**config.mk**
```make
export PLATFORM = sky130hd
export DESIGN_NAME = fic_ctrl
export DESIGN_NICKNAME = d
export VERILOG_FILES = /design/src/hdl/fic_pkg.sv /design/src/hdl/fic_ctrl.sv
export SDC_FILE = /design/constraint.sdc
export NUM_CORES = 1
export LEC_CHECK = 0
export ABC_CLOCK_PERIOD_IN_PS = 9400
export BUFFER_PORTS_ARGS = -buffer_cell sky130_fd_sc_hd__buf_2
export CAP_MARGIN = 20
export CORE_MARGIN = 3
export CORE_UTILIZATION = 25
export CTS_CLUSTER_DIAMETER = 60
export CTS_CLUSTER_SIZE = 24
export DETAILED_ROUTE_END_ITERATION = 12
export PLACE_DENSITY_LB_ADDON = 0.3
export SYNTH_ARGS = -nofsm -noshare
export SYNTH_HDL_FRONTEND = slang
export SYNTH_SLANG_ARGS = --single-unit
```
**constraint.sdc**
```tcl
create_clock -name clk_i -period 9.4 [get_ports clk_i]
set_input_delay 0.47 -clock clk_i [delete_from_list [all_inputs] [get_ports clk_i]]
set_output_delay 0.47 -clock clk_i [all_outputs]
set_load 0.02 [all_outputs]
```
**src/hdl/fic_pkg.sv**
```systemverilog
package fic_pkg;

  // fixed widths of the result fields
  localparam int COEF_W = 38;
  localparam int POS_W  = 6;

  typedef enum logic {
    ST_LOAD,
    ST_RUN
  } fic_state_e;

  // strobes broadcast from the controller to every cell
  typedef struct packed {
    logic step;    // advance the chain by one coefficient
    logic first;   // first step of a run, ignore stale partial sums
    logic load_a;  // write an A element into the addressed cell
    logic load_b;  // write a B element into the addressed cell
  } cell_ctl_t;

endpackage

```
**src/hdl/fic_ctrl.sv**
```systemverilog
module fic_ctrl #(
  parameter int FFT_POINTS = 64,
  parameter int CW         = 7
) (
  input  logic                        clk_i,
  input  logic                        rst_ni,
  input  logic                        in_valid_i,
  output logic                        in_stall_o,
  input  logic                        req_type_i,
  input  logic                        end_of_sequence_i,
  output logic                        out_valid_o,
  input  logic                        out_stall_i,
  output logic [fic_pkg::POS_W-1:0]   position_o,
  output logic                        final_item_o,
  output logic                        overflow_o,
  output fic_pkg::cell_ctl_t          cell_ctl_o,
  output logic [CW-1:0]               wr_idx_o,
  output logic [CW-1:0]               a_cnt_o,
  output logic                        x_en_o
);
  import fic_pkg::*;

  localparam logic [CW-1:0] NPTS = CW'(FFT_POINTS);

  fic_state_e        state_q, state_d;
  logic [CW-1:0]     count_a_q, count_a_d;
  logic [CW-1:0]     count_b_q, count_b_d;
  logic              dropped_q, dropped_d;
  logic [CW-1:0]     len_q, len_d;
  logic [CW-1:0]     t_q, t_d;
  logic              ovf_run_q, ovf_run_d;
  logic              out_valid_q, out_valid_d;
  logic [POS_W-1:0]  pos_q, pos_d;
  logic              final_q, final_d;
  logic              ovf_q, ovf_d;

  logic              accept;
  logic              fit;
  logic              load_a;
  logic              load_b;
  logic              start;
  logic              empty;
  logic              step;
  logic              last_step;
  logic [CW-1:0]     own;
  logic [CW:0]       total;
  logic [CW-1:0]     cnt_a_new;
  logic [CW-1:0]     cnt_b_new;
  logic [CW-1:0]     t_inc;

  // ---- admission of input beats ----
  always_comb begin
    accept    = in_valid_i && !in_stall_o;
    own       = req_type_i ? count_b_q : count_a_q;
    total     = {1'b0, count_a_q} + {1'b0, count_b_q};
    fit       = (own < NPTS) && (total <= {1'b0, NPTS});
    load_a    = accept && fit && !req_type_i;
    load_b    = accept && fit && req_type_i;
    start     = accept && req_type_i && end_of_sequence_i;
    cnt_a_new = load_a ? (count_a_q + CW'(1)) : count_a_q;
    cnt_b_new = load_b ? (count_b_q + CW'(1)) : count_b_q;
    empty     = (cnt_a_new == '0) || (cnt_b_new == '0);
    t_inc     = t_q + CW'(1);
    last_step = (t_inc == len_q);
  end

  // ---- next state ----
  always_comb begin
    state_d = state_q;
    unique case (state_q)
      ST_LOAD: begin
        if (start && !empty) begin
          state_d = ST_RUN;
        end
      end
      ST_RUN: begin
        if (step && last_step) begin
          state_d = ST_LOAD;
        end
      end
      default: state_d = ST_LOAD;
    endcase
  end

  // ---- state outputs ----
  always_comb begin
    in_stall_o = 1'b0;
    step       = 1'b0;
    unique case (state_q)
      ST_LOAD: begin
        in_stall_o = 1'b0;
      end
      ST_RUN: begin
        in_stall_o = 1'b1;
        step       = !out_valid_q || !out_stall_i;
      end
      default: begin
        in_stall_o = 1'b1;
      end
    endcase
  end

  // ---- counters and result fields ----
  always_comb begin
    count_a_d   = cnt_a_new;
    count_b_d   = cnt_b_new;
    dropped_d   = dropped_q || (accept && !fit);
    len_d       = len_q;
    t_d         = t_q;
    ovf_run_d   = ovf_run_q;
    pos_d       = pos_q;
    final_d     = final_q;
    ovf_d       = ovf_q;
    out_valid_d = out_valid_q && out_stall_i;

    if (start && !empty) begin
      len_d     = CW'({1'b0, cnt_a_new} + {1'b0, cnt_b_new} - {{CW{1'b0}}, 1'b1});
      t_d       = '0;
      ovf_run_d = dropped_d;
    end

    if (step) begin
      t_d         = t_inc;
      pos_d       = POS_W'(t_q);
      final_d     = last_step;
      ovf_d       = ovf_run_q;
      out_valid_d = 1'b1;
    end

    // run over or nothing to convolve: back to an empty run
    if ((start && empty) || (step && last_step)) begin
      count_a_d = '0;
      count_b_d = '0;
      dropped_d = 1'b0;
    end
  end

  always_ff @(posedge clk_i or negedge rst_ni) begin
    if (!rst_ni) begin
      state_q     <= ST_LOAD;
      count_a_q   <= '0;
      count_b_q   <= '0;
      dropped_q   <= 1'b0;
      len_q       <= '0;
      t_q         <= '0;
      ovf_run_q   <= 1'b0;
      out_valid_q <= 1'b0;
      pos_q       <= '0;
      final_q     <= 1'b0;
      ovf_q       <= 1'b0;
    end else begin
      state_q     <= state_d;
      count_a_q   <= count_a_d;
      count_b_q   <= count_b_d;
      dropped_q   <= dropped_d;
      len_q       <= len_d;
      t_q         <= t_d;
      ovf_run_q   <= ovf_run_d;
      out_valid_q <= out_valid_d;
      pos_q       <= pos_d;
      final_q     <= final_d;
      ovf_q       <= ovf_d;
    end
  end

  always_comb begin
    cell_ctl_o.step   = step;
    cell_ctl_o.first  = (t_q == '0);
    cell_ctl_o.load_a = load_a;
    cell_ctl_o.load_b = load_b;
  end

  assign wr_idx_o     = req_type_i ? count_b_q : count_a_q;
  assign a_cnt_o      = count_a_q;
  assign x_en_o       = (t_q < count_b_q);
  assign out_valid_o  = out_valid_q;
  assign position_o   = pos_q;
  assign final_item_o = final_q;
  assign overflow_o   = ovf_q;

  a_run_in_range: assert property (@(posedge clk_i) disable iff (!rst_ni)
    (state_q == ST_RUN) |-> (t_q < len_q))
    else $error("step counter beyond result length");

  a_run_ends: assert property (@(posedge clk_i) disable iff (!rst_ni)
    (step && last_step) |=> (state_q == ST_LOAD && count_a_q == '0 && count_b_q == '0))
    else $error("run did not return to an empty load phase");

  a_no_load_in_run: assert property (@(posedge clk_i) disable iff (!rst_ni)
    (load_a || load_b) |-> (state_q == ST_LOAD))
    else $error("element written while the chain runs");

  a_capacity: assert property (@(posedge clk_i) disable iff (!rst_ni)
    ({1'b0, count_a_q} + {1'b0, count_b_q}) <= ({1'b0, NPTS} + {{CW{1'b0}}, 1'b1}))
    else $error("loaded elements exceed capacity");

  a_result_pos: assert property (@(posedge clk_i) disable iff (!rst_ni)
    step |=> (out_valid_q && pos_q == POS_W'($past(t_q))))
    else $error("result position does not follow the step counter");

endmodule

```
---- Word level (Yosys, flattened, before mapping) ----
Cells that the tools add are included.
word-level totals
  memory bits (writable) .................. 0
  register bits ........................... 40
  memories kept ........................... 0
  word-level logic and storage cells ...... 62
  output and inout port bits .............. 29
  memory bits (read-only) ................. 0
  bits of input ports ..................... 6
  latch bits .............................. 0
cells by class
  mux-type cells .......................... 14
  div/mod/pow operators ................... 0
  $add $sub $neg .......................... 6
  shift operators ......................... 0
  eq/ne operators ......................... 1
  $lt $le $gt $ge ......................... 3
  bitwise operators ....................... 1
  reductions and logical operators ........ 26
  $mul .................................... 0
operators by type and width
  kind                   number
  $mux W7                7
  $add A7 B1 Y7 const B  3
  $logic_not A7 Y1       3
  $logic_and A1 B1 Y1    12
  $add A7 B7 Y8          1
  $le A8 B7 Y1 const B   1
  $add A7 B7 Y7          1
  $eq A7 B7 Y1           1
  $lt A7 B7 Y1           1
  $lt A7 B7 Y1 const B   1
  $sub A7 B1 Y7 const B  1
  $logic_not A1 Y1       6
  $mux W1                5
  $logic_or A1 B1 Y1     4
  $pmux W1 S2            2
  $reduce_bool A2 Y1     1
  $not A1 Y1             1

---- Depth between registers and ports, before layout ----
  word-level depth ........................ 13
  mapped depth ............................ 19
  gate-level depth less buffers ........... 19

---- Worst setup path before layout ----
Ideal clock, no wire load.
  path kind ............................... reg2reg
  start ................................... register count_a_q[0] (netlist: a_cnt_o[0])
  end ..................................... register len_q[6]
  path slack .............................. 4.766 ns
  stages on the path, launching flop included .. 20
  arrival time ............................ 4.507 ns
  data required time ...................... 9.273 ns
  setup time .............................. 0.127 ns
  path through ............................ dfrtp_1 -> ha_1 -> fa_1 -> a211oi_2 -> o21bai_1 -> a21oi_1 -> xnor2_1 -> a2111oi_2 -> and4_1 -> xnor2_1 -> ha_1 -> inv_1 -> ha_1 -> a21o_1 -> a21o_1 -> a21oi_1 -> xnor2_1 -> xnor2_1 -> xnor2_1 -> mux2_1
between the ends
  word-level cells in the longest chain between the ends .. 10
RTL lines
  element                                                 RTL line         text
  start: declaration                                      fic_ctrl.sv:26   logic [CW-1:0] count_a_q, count_a_d;
  start signal: assignment                                fic_ctrl.sv:153  count_a_q <= count_a_d;
  branches (longest 10 deep; another with $add A7 B7 Y8)  -
  end signal: assignment                                  fic_ctrl.sv:156  len_q <= len_d;
  end: declaration                                        fic_ctrl.sv:29   logic [CW-1:0] len_q, len_d;
Several ways; the timed one is not identified.
A chain may end at the register's enable or synchronous reset.

---- Worst setup path after layout ----
Same ends and word-level chain as after synthesis.

==> run metrics <==
core area=11080 um^2; ant diodes=0; clock buffer count from CTS=5; count of pins over their slew limit=0; clock latency on the worst-skew pair=290 ps; critical path type=flip-flop to flip-flop; Layout area overhead=15.30%; Syn Nets=334; most frequent cell on the critical path=xnor2_1; Total GRT Usage=11.33%; area of the multi-input gates=1758 um^2; Leakage=1.596 nW; EDFF count, synth=0; final hold vios=0; combinational share of power=60.2%; Total Nets Final=365; Switch Pwr=0.5665 mW; drt wl/cell=14.73 um; complex-gate fraction of the synthesized area=14.13%; ranking of synthesized cells by area=dfrtp_1 35%, ha_1 11%, xnor2_1 7.0%, mux2_2 4.3%, nand2_1 4.1%; post-synthesis sequential area ratio=34.57%; setup bufs post-CTS=0; switching part of the total power=46.19%; Mapped Cells=300; clock-pin slew on the worst setup and hold paths=60 ps; adder-cell share of the synthesized area=12.62%; Distinct cells, synth=51; reg2reg start=a_cnt_o[0]; Clock Skew=8.005 ps; crit path cell chain=ha_1 -> fa_1 -> a211oi_2 -> o21bai_1 -> a21oi_1 -> xnor2_1 -> a2111oi_4 -> mux2i_1 -> ha_1 -> inv_1 -> ha_1 -> a21o_1 -> a21o_1 -> a21o_1 -> a21oi_1 -> xnor2_1 -> xnor2_1 -> xnor2_1 -> mux2_1; post-synthesis register bit count=40; maximum net fanout on the critical path=8; RSZ-0062 raised after global routing=no; die area=12910 um^2; Root Driver=clkbuf_16; Final Cycle Share=53.58%; post-synthesis xor/xnor area fraction=10.89%; largest family of logic cells by synthesized area=simple AND/OR/NAND/NOR gates; Critical Path Source Type=flip-flop; CP max stage delay=600 ps; FMAX=0.1986 GHz; # clock sinks=40; clock share of power=13.7%; gr ovfl total=0; layout cells sized above 1=20.78%; antenna violations before repair=0; htree depth=2; min Tclk post-route=5036 ps; final setup fails=0; die height=113.6 um; power per cell area=367.4 nW/um^2; Syn Area/Cell=9.651 um^2; synthesized area=2895 um^2; Hold Crit Class=input port to asynchronous set/reset pin; detailed router's first-iteration violation count=111; sequential share of power=26.0%; crit end category=flip-flop; register area=1001 um^2; Rel. slew slack=37.62%; CTS max path bufs=2; asr flop ratio synth=100.0%; PortBufs=34; slowest CP cell=a2111oi_4; largest net degree at the start of global routing=41; peak supply drop=0.1479 mV; Vias=2226; Req. time, crit path=9570 ps; Main synth FF type=dfrtp_1; synth cell count leaders=40 x dfrtp_1, 32 x nand2_1, 26 x ha_1, 23 x xnor2_1, 20 x inv_1; CTS resizes=0; Initial Utilization=26.14%; most frequent cell after synthesis=dfrtp_1; crit path launch=a_cnt_o[0]; Post-DP HPWL=5.226 mm; TNS Setup=0 ps; Hold Buf Count CTS=0; fillcell total=1175; final wirelength=6.952 mm; Worst Max-Slew Pin Slew=935.8 ps; Post-Synth Simple-Gate Area=16.46%; DRC=0; share of the synthesized area in the top cell type=34.57%; post-synth top area cell=dfrtp_1; maxcap violations=0; first-pass GRT wire length=11.87 mm; status=finished clean; num rows=38; antenna viol nets, final=0; WHS=323.8 ps; vias in the first global route=2330; drt pass-1 iters=4; crit path DAT=5200 ps; post-synthesis mux area share=6.396%; Ys Warns=0; Internal=0.6599 mW; Die Width=113.6 um; I/O pins=35; Final GP Congestion=0.7977; Vias/cell=4.716; CTS tree=built
-- cell families (layout without fill, tap and decap cells) --
group / count (synthesis) / after routing
and+or+nand+nor: 95 / 95
AOI/OAI and AO/OA: 52 / 52
DFF: 40 / 40
xor gates and xnor gates: 36 / 36
buffers and inverters: 32 / 64
adders and majority gates: 28 / 28
muxes: 17 / 17
-- worst paths after layout --
path | to | slack, ps | cells past startpoint
max | len_q[6] | 4360 | 19
min | position_o[2] | 320 | 1
max reg2reg | len_q[6] | 4360 | 19
min reg2reg | position_o[4] | 470 | 2
max in group asynchronous | a_cnt_o[3] | 8490 | 1
min in group clk_i | out_valid_o | 420 | 3
-- per-stage QoR --
stage / utilization, % / instance area (um^2) / setup WS, ps / power [mW] / std cells
after floorplan: - / 2895 / 4766 / 0.8837 / 300
after global routing: 30.13 / 3338 / 3959 / 1.359 / 472
after CTS: 30.13 / 3338 / 4361 / 1.247 / 472
after global placement: 28.83 / 3194 / 4531 / 1.058 / 464
final: 30.13 / 3338 / 4364 / 1.226 / 472
after detailed placement: 28.83 / 3194 / 4388 / 1.070 / 464
-- per-layer routing --
| layer | part of all wire, % | GRT usage [%] | vias up | routed length, um |
|---|---|---|---|---|
| li1 | - | - | 1112 | - |
| met1 | 46 | 14.73 | 1088 | 3232 |
| met2 | 51 | 19.71 | 21 | 3527 |
| met3 | 1.8 | 1.645 | 5 | 128 |
| met4 | 0.92 | 2.885 | 0 | 64 |
| met5 | 0 | 0 | - | 0 |
-- registers in the layout, indices dropped and copies added (netlist names) --
signal,count
a_cnt_o,7
final_item_o,1
len_q,7
overflow_o,1
dropped_q,1
out_valid_o,1
t_q,7
ovf_run_q,1
count_b_q,7
position_o,6
state_q,1
-- final cells by class --
| class | count | area share, % |
|---|---|---|
| Tap cell | 140 | 5.247 |
| Inverter | 20 | 2.249 |
| Sequential cell | 40 | 29.99 |
| Timing Repair Buffer | 36 | 5.547 |
| Clock buffer | 5 | 3.748 |
| Multi-Input combinational cell | 228 | 52.66 |
| Clock inverter | 3 | 0.5622 |
-- cells in the final DEF (no fill, tap or decap), types with 7 or more instances in the layout --
cell / synthesis / layout
xnor2_1: 23 / 23
xor2_1: 13 / 13
nor2_1: 13 / 13
ha_1: 26 / 26
buf_2: 0 / 34
nand3_1: 7 / 7
nor3_1: 19 / 19
a21o_1: 7 / 7
mux2_2: 11 / 11
dfrtp_1: 40 / 40
a21oi_1: 8 / 8
inv_1: 20 / 20
nand2_1: 32 / 32
o21ai_0: 9 / 9
-- worst max-delay path, delay by kind of cell (launching register included) --
kind | cells | cell delay, ps
adders and majority gates | 4 | 1140
muxes | 2 | 610
DFF | 1 | 460
AOI/OAI and AO/OA | 8 | 2020
xor gates and xnor gates | 4 | 610
buffers and inverters | 1 | 70
-- power groups by stage --
stage | Clock, mW | Combinational, mW | Sequential, mW
global placement | 0 | 0.738 | 0.320
detailed placement | 0 | 0.747 | 0.324
CTS | 0.173 | 0.754 | 0.320
finish | 0.169 | 0.739 | 0.319
floorplan | 0 | 0.560 | 0.323
global route | 0.180 | 0.847 | 0.333
(Power assumes the default switching activity.)
