**config.mk**
```make
export PLATFORM = sky130hd
export DESIGN_NAME = fic_cell
export DESIGN_NICKNAME = d
export VERILOG_FILES = /design/src/hdl/fic_pkg.sv /design/src/hdl/fic_cell.sv
export SDC_FILE = /design/constraint.sdc
export NUM_CORES = 1
export LEC_CHECK = 0
export ABC_AREA = 1
export ABC_CLOCK_PERIOD_IN_PS = 20200
export BUFFER_PORTS_ARGS = -buffer_cell sky130_fd_sc_hd__buf_2
export CAP_MARGIN = 20
export CORE_AREA = 4 4 135 188
export DETAILED_ROUTE_END_ITERATION = 8
export DIE_AREA = 0 0 139 192
export GPL_ROUTABILITY_DRIVEN = 1
export PLACE_DENSITY = 0.86
export SYNTH_ARGS = -nofsm -noshare
export SYNTH_HDL_FRONTEND = slang
export SYNTH_SLANG_ARGS = --single-unit
export TNS_END_PERCENT = 1
```
**constraint.sdc**
```tcl
create_clock -name clk_i -period 20.2 [get_ports clk_i]
set_clock_uncertainty 0.15 [all_clocks]
set_input_delay 4.04 -clock clk_i [delete_from_list [all_inputs] [get_ports clk_i]]
set_output_delay 4.04 -clock clk_i [all_outputs]
set_load 0.02 [all_outputs]
```
**src/hdl/fic_pkg.sv**
```systemverilog
package fic_pkg;

  // fixed widths of the result fields
  localparam int COEF_W = 38;
  localparam int POS_W  = 6;

  typedef enum logic {
    ST_LOAD,
    ST_RUN
  } fic_state_e;

  // strobes broadcast from the controller to every cell
  typedef struct packed {
    logic step;    // advance the chain by one coefficient
    logic first;   // first step of a run, ignore stale partial sums
    logic load_a;  // write an A element into the addressed cell
    logic load_b;  // write a B element into the addressed cell
  } cell_ctl_t;

endpackage

```
**src/hdl/fic_cell.sv**
```systemverilog
module fic_cell #(
  parameter int SW  = 16,
  parameter int AW  = 38,
  parameter int CW  = 7,
  parameter int IDX = 0
) (
  input  logic                    clk_i,
  input  fic_pkg::cell_ctl_t      ctl_i,
  input  logic [CW-1:0]           wr_idx_i,
  input  logic signed [SW-1:0]    wr_data_i,
  input  logic [CW-1:0]           a_cnt_i,
  input  logic signed [SW-1:0]    x_i,
  input  logic signed [SW-1:0]    b_next_i,
  input  logic signed [AW-1:0]    s_next_i,
  output logic signed [SW-1:0]    b_o,
  output logic signed [AW-1:0]    s_o
);
  import fic_pkg::*;

  localparam int PW = 2 * SW;
  localparam logic [CW-1:0] MY_IDX = CW'(IDX);

  logic signed [SW-1:0] a_q;
  logic signed [SW-1:0] b_q;
  logic signed [AW-1:0] s_q;
  logic signed [AW-1:0] s_d;
  logic signed [PW-1:0] prod;
  logic signed [AW-1:0] prod_ext;
  logic                 a_used;
  logic                 hit;

  assign hit    = (wr_idx_i == MY_IDX);
  // coefficient slots past the end of A hold stale data, treat them as zero
  assign a_used = (MY_IDX < a_cnt_i);

  always_comb begin
    // signed product, kept apart from the zero arm so both factors sign-extend
    if (a_used) begin
      prod = a_q * x_i;
    end else begin
      prod = '0;
    end
    prod_ext = AW'(prod);
    s_d      = ctl_i.first ? prod_ext : (prod_ext + s_next_i);
  end

  always_ff @(posedge clk_i) begin
    if (ctl_i.load_a && hit) begin
      a_q <= wr_data_i;
    end
    if (ctl_i.load_b && hit) begin
      b_q <= wr_data_i;
    end else if (ctl_i.step) begin
      b_q <= b_next_i;
    end
    if (ctl_i.step) begin
      s_q <= s_d;
    end
  end

  assign b_o = b_q;
  assign s_o = s_q;

endmodule

```
======== Word level (Yosys, flattened, before mapping) ========
Index checks and enable logic that the tools add are counted.
storage, ports and cells
  flip-flop bits (word level) ............. 70
  bits of input ports ..................... 105
  output and inout bits ................... 54
  word-level logic and storage cells ...... 14
cells by class
  $add $sub $neg .......................... 1
  $mul .................................... 1
  magnitude comparators ................... 1
  muxes and demuxes ....................... 4
  reductions and logical operators ........ 4
operators with widths
  operator            count
  $add 32x38->38      1
  $mux 38             1
  $mul 16x16->32      1
  $mux 16             2
  $mux 32             1
  $logic_not 7->1     1
  $lt 1x7->1 const A  1
  $logic_and 1x1->1   2
  $reduce_bool 2->1   1

======== Logic depth before layout (Yosys ltp) ========
Gate-level depths: netlist of the first run.
  depth after elaboration ................. 4
  gate-level depth with buffers ........... 45
  gate-level depth less buffers ........... 43

======== Worst setup path after synthesis of the first run ========
OpenSTA, ideal clock, no wires.
  kind .................................... input-to-reg
  start point ............................. in x_i[7]
  end point ............................... reg s_q[34] (netlist: s_o[34]) (data pin)
  setup time .............................. 257 ps
  arrival ................................. 10,847 ps
  required time ........................... 19,793 ps
  setup slack ............................. 8,946 ps
  cell stages on the path ................. 37
  path buffers ............................ 2
  cells stage by stage .................... clkbuf_1 > clkbuf_1 > nand2_1 > fa_1 > inv_1 > fa_1 > inv_1 > fa_1 > inv_1 > fa_1 > fa_1 > inv_1 > fa_1 > inv_1 > ha_1 > nand2_1 > inv_1 > a21oi_1 > o21ai_0 > a21oi_1 > o21ai_1 > a21oi_1 > inv_1 > o21ai_0 > a21oi_1 > ha_1 > nand2_1 > nor4_1 > or3b_1 > nand2_1 > nand2_1 > nand2_1 > nand3_1 > nand2_1 > nand2_1 > nand3_1 > nand2_1
on the way
  word-level cells in the longest chain between the ends .. 4
ends and longest elaborated chain
  what                  RTL line        text
  start, declared       fic_cell.sv:12  input logic signed [SW-1:0] x_i,
  $mul 16x16->32 *      fic_cell.sv:39  prod = a_q * x_i;
  $mux 32 *             fic_cell.sv:38  if (a_used) begin
  $add 32x38->38        fic_cell.sv:44  s_d = ctl_i.first ? prod_ext : (prod_ext + s_next_i);
  $mux 38 *             fic_cell.sv:44
  net s_d[34]           fic_cell.sv:26  logic signed [AW-1:0] s_d;
  end signal, assigned  fic_cell.sv:57  s_q <= s_d;
  end, declared         fic_cell.sv:25  logic signed [AW-1:0] s_q;
The timed path passes the listed nets; every way through them passes the cells marked *.
A chain may end at the register's enable or synchronous reset.

======== Worst setup path in the final report of the first run ========
  start point ............................. in x_i[7]
  end point ............................... reg s_q[37] (netlist: s_o[37]) (data pin)
Same word-level chain as after synthesis.

==> metrics.txt, run 1 <==
worst slack, placed=7.964 ns; dpl hpwl=32070 um; Post-synth top cells=inv_1, nand2_1, fa_1; worst hold-check path type=flip-flop to flip-flop; total CTS buffers=9; CP dominant cell by count=nand2_1; EDFF count, synth=70; Vias=12.61k; Crit Path Max Fanout=16; Mapped Cells=1907; arrival time at the worst endpoint=11.97 ns; WP data required=20.15 ns; outcome=finished clean; Buf/Inv on CP=8; routed len/inst=16.44 um; Antenna diodes=0; initial antenna violation count=0; Syn. warnings=0; Syn Std Cell Area=15150 um2; pin count of the biggest net entering global routing=51; Fill cells=1855; core area=23810 um2; Clk Latency, worst-skew pair=0.35 ns; RSZ-0062 raised after global routing=false; Final Wtd Congestion=0.9298; Die W=139 um; CTS resizes=0; sequential share of the synthesized area=0.1387; max-cap violations=0; synthesized area per cell=7.945 um2; Final WS setup=8.178 ns; critical path endpoint category=flip-flop; Worst Max-Slew Pin Slew=0.8908 ns; number of synthesized register bits=70; CP top delay family=adder cells; CTS tree=built; IO Pins=159; area grow syn2layout=8.250%; clock root buffer=clkbuf_16; FMAX=83.18 MHz; Post-Syn Nets=2388; num rows=67; CTS sink count=70; vias in the first global route=13.51k; area leader, netlist=fa_1; Relative slew margins=0.4061; layout cells sized above 1=0.1215; Slew Limit Fails=0; clk buf depth=2; CTS HTree Levels=3; Nets=2493; die area=26690 um2; CP Class=primary input to flip-flop; Initial DRC Count=841; CP Launch Type=primary input; Post-CTS Setup Bufs=0; Slowest cell on crit path=fa_1; Die H=192 um; final WL=38270 um; GRT Util Overall=0.2954; starting density of the core=0.6364; top-area cell type share of the netlist area=0.3475; Hold Vio Cnt, Final=0; clock-pin slew on the worst setup and hold paths=0.06 ns; vias per inst=5.419; CTS hold repair buffers=0; first-pass GRT wire length=63600 um; Antenna Nets Post-Route=0; asr flop ratio synth=0; synth top area cells=fa_1, edfxtp_1, inv_1, nand2_1, ha_1; crit-path max cell delay=0.57 ns; ys flop type=edfxtp_1; minimum clock period=12.02 ns; DR pass1 iterations=7; Yosys cell types=50; count leader, synth=inv_1; Final Setup Violations=0; Port Buffers=158; Overflow after GRT=0; setup_tns=0 ns; DRC=0; final worst-path cycle share=0.5951
path summary, 6_finish.rpt:
kind	start	end	slack (ns)	cells past startpoint
worst max-delay path	x_i[7]	s_o[37]	8.18	38
worst min-delay path	a_q[0]	s_o[0]	0.88	5
worst max register to register	a_q[7]	s_o[37]	11.28	37
worst min register to register	a_q[0]	s_o[0]	0.88	5
stage by stage:
step	cells	instance area [um2]	hold slack, ns	utilization
after floorplan	1907	15150	0.6432	-
after global placement	2311	16100	0.8330	0.6763
after detailed placement	2311	16100	0.8396	0.6763
after CTS	2327	16400	0.8748	0.6889
after global routing	2327	16400	0.9339	0.6889
final	2327	16400	0.8772	0.6889
layer usage:
| metal | track usage | share of wire | vias to the layer above |
|---|---|---|---|
| li1 | - | - | 5896 |
| met5 | 0 | 0 | - |
| met1 | 0.3426 | 0.37 | 6094 |
| met3 | 0.03985 | 0.057 | 129 |
| met4 | 0.1280 | 0.043 | 0 |
| met2 | 0.5468 | 0.53 | 491 |
state kept, by name, indices dropped and copies added (netlist names):
signal	flops
s_o	38
b_o	16
a_q	16
cell usage in the layout, fill, tap and decap left out, types with 4 or more instances in the layout:
master / Yosys / layout
buf_2: 5 / 158
edfxtp_1: 70 / 70
nor4_1: 5 / 5
o21ai_1: 8 / 8
o21a_1: 4 / 4
fa_1: 263 / 263
o21ai_0: 55 / 55
nor2_1: 84 / 84
nand2_1: 461 / 461
nand2_2: 14 / 14
xnor2_1: 12 / 12
a31oi_1: 11 / 11
a21oi_1: 81 / 81
nand3_2: 4 / 4
a21o_1: 4 / 4
or2_2: 15 / 15
ha_1: 113 / 113
nand3_1: 42 / 42
nand4_1: 6 / 6
o21bai_1: 4 / 4
nor3_1: 6 / 6
inv_1: 501 / 501
inv_2: 4 / 4
mux2_2: 16 / 16
clkbuf_16: 0 / 9
xor2_1: 18 / 18
buf_4: 0 / 5
cell type report:
cell class                      count  area (um2)  area share
Timing Repair Buffer              163       828.3     0.05050
Inverter                          505        1896      0.1156
Clock inverter                      6       70.07    0.004272
Multi-Input combinational cell   1263       10890      0.6639
Clock buffer                       10       229.0     0.01396
Sequential cell                    70        2102      0.1282
Tap cell                          310       387.9     0.02365
worst reg2reg max path, delay by kind of cell (launching register included):
kind	cells	cell delay, ns
flops	1	0.87
compound gates	10	1.99
fa+ha+maj	8	3.74
simple gates	12	1.44
buf+inv	7	0.45
logic make-up (layout without fill, tap and decap cells):
logic type,after synthesis,count (layout),synth area share
buffers and inverters,574,684,0.1426
AO/OA/AOI/OAI,187,187,0.06937
XOR/XNOR,30,30,0.01734
multiplexers,16,16,0.01189
flip-flops,70,70,0.1387
adder cells (fa/ha/maj),376,376,0.4408
AND/OR/NAND/NOR,654,654,0.1792
Power of run 1 is not shown: default switching activity piles up to over one toggle a cycle in this logic, so the estimate is an artifact.
==> run 2, diff against run 1 <==
ABC_CLOCK_PERIOD_IN_PS = 12150   (was 20200)
CORE_AREA = 4 4 138 192   (was 4 4 135 188)
DIE_AREA = 0 0 142 196   (was 0 0 139 192)
PLACE_DENSITY = 0.82   (was 0.86)
clock period = 12.15 ns   (was 20.2 ns; I/O delays follow)
==> run 2 against run 1 <==
Against the previous run: non-clock buffer count down 2; worst setup slack lost 6.4 ns; count of clock-buffer cells in the layout down 1; register-to-register slack got worse by 8.1 ns; sequential share of layout area barely moved; cell area hardly changed; die area is 4.3% higher; critical path depth is the same; hold slack worse by 0.011 ns; first-iteration DRC count up 1.9%; critical path type unchanged; largest cell class unchanged.
==> metrics.txt, run 2 (synthesis gave the netlist of run 1 again) <==
CTS hold repair buffers=0; met1 Use GR=0.3556; Post-CTS Setup Bufs=0; WP data required=12.10 ns; GRT Util Overall=0.2871; max-cap violations=0; first-pass GRT wire length=64060 um; final worst-path cycle share=0.8577; FMAX=95.96 MHz; vias per inst=5.373; CP top delay family=adder cells; core area=24760 um2; clock root buffer=clkbuf_16; layout cells sized above 1=0.1211; Vias=12.52k; final WL=37800 um; pin count of the biggest net entering global routing=51; Hold Vio Cnt, Final=0; Relative slew margins=0.4138; CP Class=primary input to flip-flop; Nets=2491; Final Setup Violations=0; CTS sink count=70; max reg flops=38; CP Launch Type=primary input; CTS resizes=0; Overflow after GRT=0; Initial DRC Count=857; DRC=0; RSZ-0062 raised after global routing=false; CTS HTree Levels=3; routed len/inst=16.22 um; Fill cells=1977; CTS tree=built; Buf/Inv on CP=8; CP dominant cell by count=nand2_1; met2 usage=0.4964; minimum clock period=10.42 ns; initial antenna violation count=0; Port Buffers=158; dpl hpwl=32200 um; critical path endpoint category=flip-flop; num rows=68; die area=27830 um2; Die W=142 um; outcome=finished clean; arrival time at the worst endpoint=10.37 ns; setup_tns=0 ns; crit-path max cell delay=0.56 ns; M3 GR Usage=0.04048; vias in the first global route=13.40k; Antenna diodes=0; Final Wtd Congestion=0.9062; IO Pins=159; most frequent cells in the layout=inv_1, nand2_1, fa_1; DR pass1 iterations=6; clk buf depth=2; commonest non-fill, non-tap cell in the layout=inv_1; Clk Latency, worst-skew pair=0.35 ns; starting density of the core=0.6119; total CTS buffers=9; Crit Path Max Fanout=16; Slew Limit Fails=0; area grow syn2layout=8.184%; GRT Max-Usage Layer=met2; Slowest cell on crit path=fa_1; clock-pin slew on the worst setup and hold paths=0.06 ns; worst hold-check path type=flip-flop to flip-flop; Die H=196 um; Antenna Nets Post-Route=0; Worst Max-Slew Pin Slew=0.8792 ns
[run 2: through the flow]
| stage | setup slack (ns) | hold WS (ns) | cells | instance area [um2] | utilization |
|---|---|---|---|---|---|
| 2_1_floorplan | 2.506 | 0.6432 | 1907 | 15150 | - |
| 3_3_place_gp | 1.448 | 0.8508 | 2314 | 16090 | 0.6500 |
| 3_5_place_dp | 1.449 | 0.8521 | 2314 | 16090 | 0.6500 |
| 4_1_cts | 1.783 | 0.8672 | 2330 | 16390 | 0.6620 |
| 5_1_grt | 1.294 | 0.9298 | 2330 | 16390 | 0.6620 |
| 6_report | 1.729 | 0.8661 | 2330 | 16390 | 0.6620 |
[run 2: layer usage]
| layer | vias to the layer above | wire [um] |
|---|---|---|
| met2 | 472 | 19740 |
| met3 | 106 | 2306 |
| met4 | 0 | 1607 |
| met1 | 6050 | 14150 |
| li1 | 5890 | - |
| met5 | - | 0 |
[run 2: worst paths after layout]
path | start | endpoint | slack (ns) | cells after the start
hold reg to reg | a_q[0] | s_o[0] | 0.87 | 5
hold / removal | a_q[0] | s_o[0] | 0.87 | 5
setup / recovery | x_i[7] | s_o[37] | 1.73 | 38
setup reg to reg | a_q[7] | s_o[37] | 3.21 | 37
[run 2: tightest hold or removal path, stage by stage (launching register included)]
cell	delay [ns]
edfxtp_1	0.35
buf_4	0.22
nand2_1	0.09
nor2_1	0.07
nand2_1	0.06
nand2_1	0.04
[run 2: final cells by class]
cell class                 count  area, um2  area share
inverter                     505       1896      0.1156
clock inverter                 7      72.57    0.004427
timing repair buffer         161      813.3     0.04962
sequential                    70       2102      0.1282
tap                          315      394.1     0.02405
multi-input combinational   1263      10890      0.6643
clock buffer                   9      225.2     0.01374
Power of run 2 is left out for the same reason.
==> run 3, diff against run 2 <==
CORE_AREA = 4 4 140 196   (was 4 4 138 192)
DIE_AREA = 0 0 144 200   (was 0 0 142 196)
PLACE_DENSITY = 0.8   (was 0.82)
==> run 3 against run 2 <==
Against the previous run: final cell count rose by 0.39%; via count fell by 1.5%; cell area barely moved; die area rose by 3.5%; count of clock-buffer cells in the layout rose by 1; sequential share of layout area barely moved; core utilization fell by 2.7 points; register-to-register slack improved by 0.06 ns; worst setup slack improved by 0.0026 ns; hold slack improved by 0.26 ns; first-iteration DRC count fell by 0.93%; largest cell class unchanged.
==> metrics.txt, run 3 (synthesis gave the netlist of run 1 again) <==
outcome=finished clean; CTS sink count=70; DRC=0; Die W=144 um; Slowest cell on crit path=fa_1; Antenna diodes=0; Vias=12.33k; CTS resizes=0; RSZ-0062 raised after global routing=false; Nets=2491; Die H=200 um; arrival time at the worst endpoint=10.38 ns; CTS hold repair buffers=0; area grow syn2layout=8.266%; layout cells sized above 1=0.1206; clock-pin slew on the worst setup and hold paths=0.06 ns; total CTS buffers=9; most frequent cells in the layout=inv_1, nand2_1, fa_1; minimum clock period=10.42 ns; critical path endpoint category=flip-flop; final worst-path cycle share=0.8575; vias in the first global route=13.08k; IO Pins=159; design area=16400 um2; FMAX=95.99 MHz; setup_tns=0 ns; Hold Vio Cnt, Final=0; worst hold-check path type=flip-flop to flip-flop; Slew Limit Fails=0; starting density of the core=0.5864; num rows=70; dpl hpwl=30560 um; Crit Path Max Fanout=16; first-pass GRT wire length=61020 um; Clk Latency, worst-skew pair=0.35 ns; GRT Util Overall=0.2654; final WL=36120 um; pin count of the biggest net entering global routing=51; Overflow after GRT=0; Cell Area, Placed=16100 um2; core area=25840 um2; max reg flops=38; Initial DRC Count=849; DR pass1 iterations=5; Final Wtd Congestion=0.9164; CTS tree=built; Relative slew margins=0.4445; WP data required=12.11 ns; CTS HTree Levels=3; Final Setup Violations=0; CP Class=primary input to flip-flop; clk buf depth=2; crit-path max cell delay=0.72 ns; CP top delay family=adder cells; Post-CTS Setup Bufs=0; CP Launch Type=primary input; initial antenna violation count=0; die area=28800 um2; commonest non-fill, non-tap cell in the layout=inv_1; vias per inst=5.269; Port Buffers=158; Worst Max-Slew Pin Slew=0.8323 ns; routed len/inst=15.44 um; Buf/Inv on CP=5; max-cap violations=0; Antenna Nets Post-Route=0; clock root buffer=clkbuf_16
run 3: changes by cell type in the layout (fill, tap and decap cells not counted), sizes merged:
cell / change
clkinvlp: -2
clkbuf: +1
clkinv: +1
run 3: final timing paths:
check	end	slack (ns)	start	cells past startpoint
setup / recovery	s_o[37]	1.73	x_i[1]	32
hold / removal	s_o[0]	1.13	a_q[0]	4
setup reg to reg	s_o[37]	3.27	a_q[15]	31
hold reg to reg	s_o[0]	1.13	a_q[0]	4
run 3: per-layer routing:
layer / share of wire / GRT usage
met1: 0.39 / 0.3248
met2: 0.53 / 0.4808
met3: 0.049 / 0.02979
met5: 0 / 0
met4: 0.033 / 0.09874
run 3: layout make-up:
cell class	instances	area, um2
Clock buffer	10	229.0
Clock inverter	6	70.07
Sequential cell	70	2102
Fill cell	2169	9434
Multi-Input combinational cell	1263	10890
Tap cell	324	405.4
Inverter	505	1896
Timing Repair Buffer	161	813.3
run 3: stage by stage:
| step | setup WS (ns) | hold WS (ns) | utilization | instances |
|---|---|---|---|---|
| 2_1_floorplan | 2.506 | 0.6432 | - | 1907 |
| 3_3_place_gp | 1.401 | 1.074 | 0.6233 | 2323 |
| 3_5_place_dp | 1.359 | 1.083 | 0.6233 | 2323 |
| 4_1_cts | 1.711 | 1.086 | 0.6349 | 2339 |
| 5_1_grt | 1.222 | 1.174 | 0.6349 | 2339 |
| 6_report | 1.732 | 1.129 | 0.6349 | 2339 |
run 3: tightest hold or removal path: cells and delay by family, from the launching register on:
| kind | cells | cell delay, ns |
|---|---|---|
| simple gates | 4 | 0.41 |
| flops | 1 | 0.69 |
Power of run 3 is left out for the same reason.
